$ cat config.mk
export PLATFORM = sky130hd
export DESIGN_NAME = vms_root
export DESIGN_NICKNAME = d
export VERILOG_FILES = /design/src/rtl/vms_pkg.sv /design/src/rtl/vms_root.sv
export SDC_FILE = /design/constraint.sdc
export NUM_CORES = 2
export LEC_CHECK = 0
export BUFFER_PORTS_ARGS = -buffer_cell sky130_fd_sc_hd__clkbuf_2
export CAP_MARGIN = 40
export CORE_ASPECT_RATIO = 0.6
export CORE_MARGIN = 5
export CORE_UTILIZATION = 55
export CTS_BUF_LIST = sky130_fd_sc_hd__clkbuf_2 sky130_fd_sc_hd__clkbuf_4 sky130_fd_sc_hd__clkbuf_8
export DETAILED_ROUTE_END_ITERATION = 12
export PLACE_DENSITY_LB_ADDON = 0.2
export SLEW_MARGIN = 20
export SYNTH_ARGS = -nofsm -noshare
export SYNTH_HDL_FRONTEND = slang
export SYNTH_SLANG_ARGS = --single-unit
$ cat constraint.sdc
create_clock -name i_clk -period 9.85 [get_ports i_clk]
set_clock_uncertainty 0.15 [all_clocks]
set_input_delay 0.985 -clock i_clk [delete_from_list [all_inputs] [get_ports i_clk]]
set_output_delay 0.985 -clock i_clk [all_outputs]
set_load 0.02 [all_outputs]
$ cat src/rtl/vms_pkg.sv
package vms_pkg;

    // Default width of one signed stress component.
    localparam int STRESS_WIDTH_DEF = 24;

    // Width of the equivalent stress result, fixed by the output format.
    localparam int RESULT_WIDTH = 25;

    // Largest value the result can carry; larger roots saturate to it.
    localparam logic [RESULT_WIDTH-1:0] RESULT_MAX = {RESULT_WIDTH{1'b1}};

endpackage

$ cat src/rtl/vms_root.sv
// Pipelined integer square root, one result bit per stage.
// Each stage brings down two radicand bits and does one trial subtract.
module vms_root #(
    parameter int ROOT_WIDTH = vms_pkg::STRESS_WIDTH_DEF + 1
) (
    input  logic                      i_clk,
    input  logic                      i_rst_n,
    input  logic                      i_valid,
    output logic                      o_ready,
    input  logic [2*ROOT_WIDTH-1:0]   i_radicand,
    output logic                      o_valid,
    input  logic                      i_ready,
    output logic [ROOT_WIDTH-1:0]     o_root
);

    localparam int N    = ROOT_WIDTH;
    localparam int RADW = 2 * N;
    localparam int REMW = N + 1;
    localparam int TRW  = N + 3;

    // Stage inputs; index 0 is the block input, index k+1 is stage k's register.
    logic            w_valid [0:N];
    logic            w_ready [0:N];
    logic [RADW-1:0] w_rad   [0:N];
    logic [REMW-1:0] w_rem   [0:N];
    logic [N-1:0]    w_root  [0:N];

    // Stage registers.
    logic            r_valid [0:N-1];
    logic [RADW-1:0] r_rad   [0:N-1];
    logic [REMW-1:0] r_rem   [0:N-1];
    logic [N-1:0]    r_root  [0:N-1];

    assign w_valid[0] = i_valid;
    assign w_rad[0]   = i_radicand;
    assign w_rem[0]   = '0;
    assign w_root[0]  = '0;
    assign w_ready[N] = i_ready;
    assign o_ready    = w_ready[0];

    genvar k;
    generate
        for (k = 0; k < N; k++) begin : g_stage
            logic [TRW-1:0]  w_shift;
            logic [TRW-1:0]  w_trial;
            logic [TRW-1:0]  w_diff;
            logic            w_fits;

            // A stage takes a new beat when it is empty or its contents move on.
            assign w_ready[k] = !r_valid[k] || w_ready[k+1];

            // Bring down two radicand bits and try to subtract 4*root+1.
            assign w_shift = {w_rem[k], w_rad[k][RADW-1 -: 2]};
            assign w_trial = {1'b0, w_root[k], 2'b01};
            assign w_diff  = w_shift - w_trial;
            assign w_fits  = w_shift >= w_trial;

            always_ff @(posedge i_clk) begin
                if (!i_rst_n) begin
                    r_valid[k] <= 1'b0;
                end else if (w_ready[k]) begin
                    r_valid[k] <= w_valid[k];
                end
            end

            always_ff @(posedge i_clk) begin
                if (w_ready[k] && w_valid[k]) begin
                    r_rad[k]  <= {w_rad[k][RADW-3:0], 2'b00};
                    r_rem[k]  <= w_fits ? w_diff[REMW-1:0] : w_shift[REMW-1:0];
                    if (N > 1) begin
                        r_root[k] <= {w_root[k][N-2:0], w_fits};
                    end else begin
                        r_root[k] <= N'(w_fits);
                    end
                end
            end

            assign w_valid[k+1] = r_valid[k];
            assign w_rad[k+1]   = r_rad[k];
            assign w_rem[k+1]   = r_rem[k];
            assign w_root[k+1]  = r_root[k];
        end
    endgenerate

    assign o_valid = w_valid[N];
    assign o_root  = w_root[N];

endmodule

# Word level (Yosys, flattened, before mapping)
# Memory sizes are Yosys's and may differ from the RTL's.
# Index checks and enable logic that the tools add are counted.
[op_classes] n_addsub=25 n_lt_le_gt_ge=25 mux=176 bitwise_logic=25 n_reduce_logical=75
[ops] op="$ge A28 B27 Y1" count=24
[ops] op="$mux W26" count=25
[ops] op="$sub A26 B26 Y26" count=24
[ops] op="$mux W1" count=151
[ops] op="$logic_and A1 B1 Y1" count=25
[ops] op="$logic_not A1 Y1" count=25
[ops] op="$logic_or A1 B1 Y1" count=25
[ops] op="$or A1 B1 Y1" count=25
[ops] op="$sub A2 B1 Y3 const B" count=1
[ops] op="$ge A2 B1 Y1 const B" count=1
[totals] register_bits=0 mem_bits_rw=2500 input_bits=54 word_cells=330 n_memories=4
[mem_list] name="r_rad" depth=25 width=48 read_ports=24 rd_clocked_by_memory_dff=0 wr=25 line="vms_root.sv:30" rtl="logic [RADW-1:0] r_rad [0:N-1];"
[mem_list] name="r_rem" depth=25 width=26 read_ports=24 rd_clocked_by_memory_dff=0 wr=25 line="vms_root.sv:31" rtl="logic [REMW-1:0] r_rem [0:N-1];"
[mem_list] name="r_root" depth=25 width=25 read_ports=25 rd_clocked_by_memory_dff=0 wr=25 line="vms_root.sv:32" rtl="logic [N-1:0] r_root [0:N-1];"
[mem_list] name="r_valid" depth=25 width=1 read_ports=25 rd_clocked_by_memory_dff=0 wr=25 line="vms_root.sv:29" rtl="logic r_valid [0:N-1];"

# Depth between registers and ports, before layout
# An unclocked memory read counts as a cell.
[logic_depth] ltp_word=31 ltp_mapped=13 ltp_nobuf=11

# Worst setup path after synthesis
# Ideal clock, no wire load.
[synth_path] kind="input port to flip-flop" start="input port i_ready" end="memory r_valid[3][0] (netlist: r_valid[0][3]) (data pin)" setup_time_ps=171 t_arrival_ps=8020 t_required_ps=9529 setup_slack_ps=1509 cell_stages=9 cell_sequence="and4b_1 clkbuf_1 and4_1 and4_1 and2_1 and3_1 clkbuf_1 a21boi_0 and2_1"
[synth_rtl] item="start, declared" line="vms_root.sv:12" rtl="input logic i_ready,"
[synth_rtl] item="end, declared" line="vms_root.sv:29"

==> metrics <==
first-pass GRT wire length 241500 µm; grt total ovfl 0; post-CTS resize count 0; hold path start i_radicand[42]; IO Pins 81; # H-tree levels 4; mux contribution to synthesized area 0.8957%; via count 43871; largest net degree at the start of global routing 66; Crit path required time 8720 ps; post-cts hold buffer count 30; final WL 154400 µm; EDFF count, synth 1538; commonest non-fill, non-tap cell in the layout edfxtp_1; routed length per instance 20.10 µm; pwr/cell area 157.3 nW/µm²; CP max stage delay 490 ps; Power Total 12.49 mW; clock transition at the registers of the reported paths 70 ps; Final Cell Area 79380 µm²; max-cap check violation count 0; clk_lat worst skew 930 ps; highest ir drop seen on vdd 132.0 µV; ys async rst share 0%; register area share after synthesis 64.73%; critical path class reg -> out; Final GP Congestion 0.9346; # rows 102; Syn Area/Cell 13.04 µm²; minimum clock period 5292 ps; post-DP HPWL 114300 µm; Arr. time, crit path 4160 ps; Synth cell types 81; die width 475.1 µm; Die Y 289.1 µm; share of post-route cells with drive strength above 1 10.63%; measured slew at the worst slew-check pin 966.1 ps; fill count 9855; Starting Density 55.38%; CTS Root Cell clkbuf_8; worst r2r path cells 9; Hold WC Path Type in -> reg; Cell Area, Placed 74340 µm²; most frequent cells in the layout edfxtp_1, inv_1, nand2_1; final period utilization 53.73%; CTS tree done; DP Cell Count 7236; largest family of logic cells by synthesized area simple AND/OR/NAND/NOR gates; final hold violation count 0; Pins Over Slew Limit 0; Post-Synth XOR/XNOR Area 5.681%; # DRC 0; YS warnings 0; compound-cell area share of the yosys netlist 9.197%; CP max-delay cell and4b_1; Post-Syn Instances 5476; P_leak 29.08 nW; synthesis-stage register bit count 1539; Synth Area in Adders 6.170%; status completed; antenna violations before repair 4; max_slew headroom 35.60%; postcts setup bufs 0; simple-gate share of the synthesized area 10.44%; vias in the first global route 41325; predominant post-synthesis flop cell edfxtp_1; CTS Buf Count 219; 1st-iter DRT viols 4674; WHS Path Cells 1; drt pass-1 iters 6; die area 137300 µm²; setup TNS 0 ps; Crit. End Element output pin; CP max FO 7; clk sink count 1539; core area 128900 µm²; Setup Viol. Count Final 0; Worst path most repeated cell and4_1; Mapped Nets 5882; vias per inst 5.712; worst-path cell chain and4b_1 > and4_1 > and4_1 > and2_1 > and3_1 > and4_1 > nand2_1 > clkbuf_2; Layout area overhead 11.21%; reg2reg start r_rem[2][130]$_DFFE_PP_; unrepaired setup endpoints after global routing no; Reg2Reg Setup Slack 5540 ps; Final Non-Filler Cells 7681; Max Root-Sink Buffers 3; Hold EP r_rad[0][42]$_DFFE_PP_; R2R Path End r_rem[2][163]$_DFFE_PP_; Nets 6189; maximum clock rate 189.0 MHz; Synth Cell Area 71380 µm²; CP startpoint kind flip-flop; Antenna Nets Post-Route 0; PortBufs 80; GRT Total Usage 22.64%
==> metal layers <==
metal | track usage, % | part of all wire (%) | wire length [µm] | vias up
met5 | 0 | 0 | 0 | -
met4 | 5.151 | 1.4 | 2137 | 0
met3 | 5.914 | 9.9 | 15250 | 182
met2 | 26.22 | 34 | 52990 | 1526
met1 | 40.26 | 54 | 83990 | 21168
li1 | - | - | - | 20995
==> flip-flops by register name, indices dropped and copies added (netlist names) <==
signal   flops
r_rad      600
r_rem      589
r_root     325
r_valid     25
==> worst max-delay path, delay by kind of cell, from the launching register on <==
family,cells,cell delay [ps]
flip-flops,1,380
AND/OR/NAND/NOR,7,2590
buffers and inverters,1,240
==> logic make-up after synthesis <==
family	after synthesis
compound gates	1039
other cells	1
simple gates	1480
mux	58
buf+inv	544
xor+xnor	463
flops	1539
fa+ha+maj	352
==> where the power goes <==
group | switching, mW | internal [mW]
logic | 0.0647 | 0.0429
clock network | 2.50 | 2.71
registers | 0.0154 | 7.15
total | 2.58 | 9.91
==> stage by stage <==
step	setup slack (ps)	util (%)	hold WS (ps)
5_1_grt	4315	61.58	57.51
2_1_floorplan	1509	-	250.3
3_5_place_dp	4767	57.68	254.5
4_1_cts	4415	61.42	2.278
3_3_place_gp	4857	57.56	250.5
6_report	4558	61.58	140.7
==> Yosys cell counts, drive strengths merged, types with 27 or more instances <==
library cell  count  area share (%)
nor3            141            0.99
and3             41            0.36
nand2b           72            0.64
clkbuf           86            0.45
nand2           363             1.9
and2             37            0.32
nor2b            59            0.52
a21o             84            0.88
nor4             75            0.67
or4              31            0.33
mux2             47            0.74
ha              352             6.2
o21bai           34            0.36
xnor2           259             3.2
a31oi            32            0.28
o31ai            43            0.45
nand4            70            0.61
nor2            325             1.7
or2              27            0.24
nand3           111            0.78
inv             446             2.3
a21oi           288             2.0
a211oi           31            0.33
or3              48            0.42
edfxtp         1538              65
o21a             82            0.86
o21ai           271             1.9
xor2            204             2.5
==> worst max path at each step <==
stage / startpoint / to / slack [ps] / cells past startpoint
2_1_floorplan: i_ready / r_valid[0][3]$_DFFE_PP_ / 1510 / 9
3_3_place_gp: i_ready / o_ready / 4860 / 9
3_5_place_dp: i_ready / o_ready / 4770 / 9
4_1_cts: r_valid[2][7]$_DFFE_PP_ / o_ready / 4410 / 8
5_1_grt: r_valid[2][7]$_DFFE_PP_ / o_ready / 4310 / 8
6_report: r_valid[2][7]$_DFFE_PP_ / o_ready / 4560 / 8
==> area by class of cell <==
class                      instances  area [µm²]  area share (%)
sequential                      1539       46200           58.21
multi-input combinational       3393       23370           29.44
clock buffer                     294        3621           4.562
tap                             1716        2147           2.705
inverter                         448        1682           2.118
timing repair buffer             182        1445           1.821
clock inverter                   107       909.6           1.146
antenna                            2       5.005        0.006305
Power figures use the tool's default switching activity.
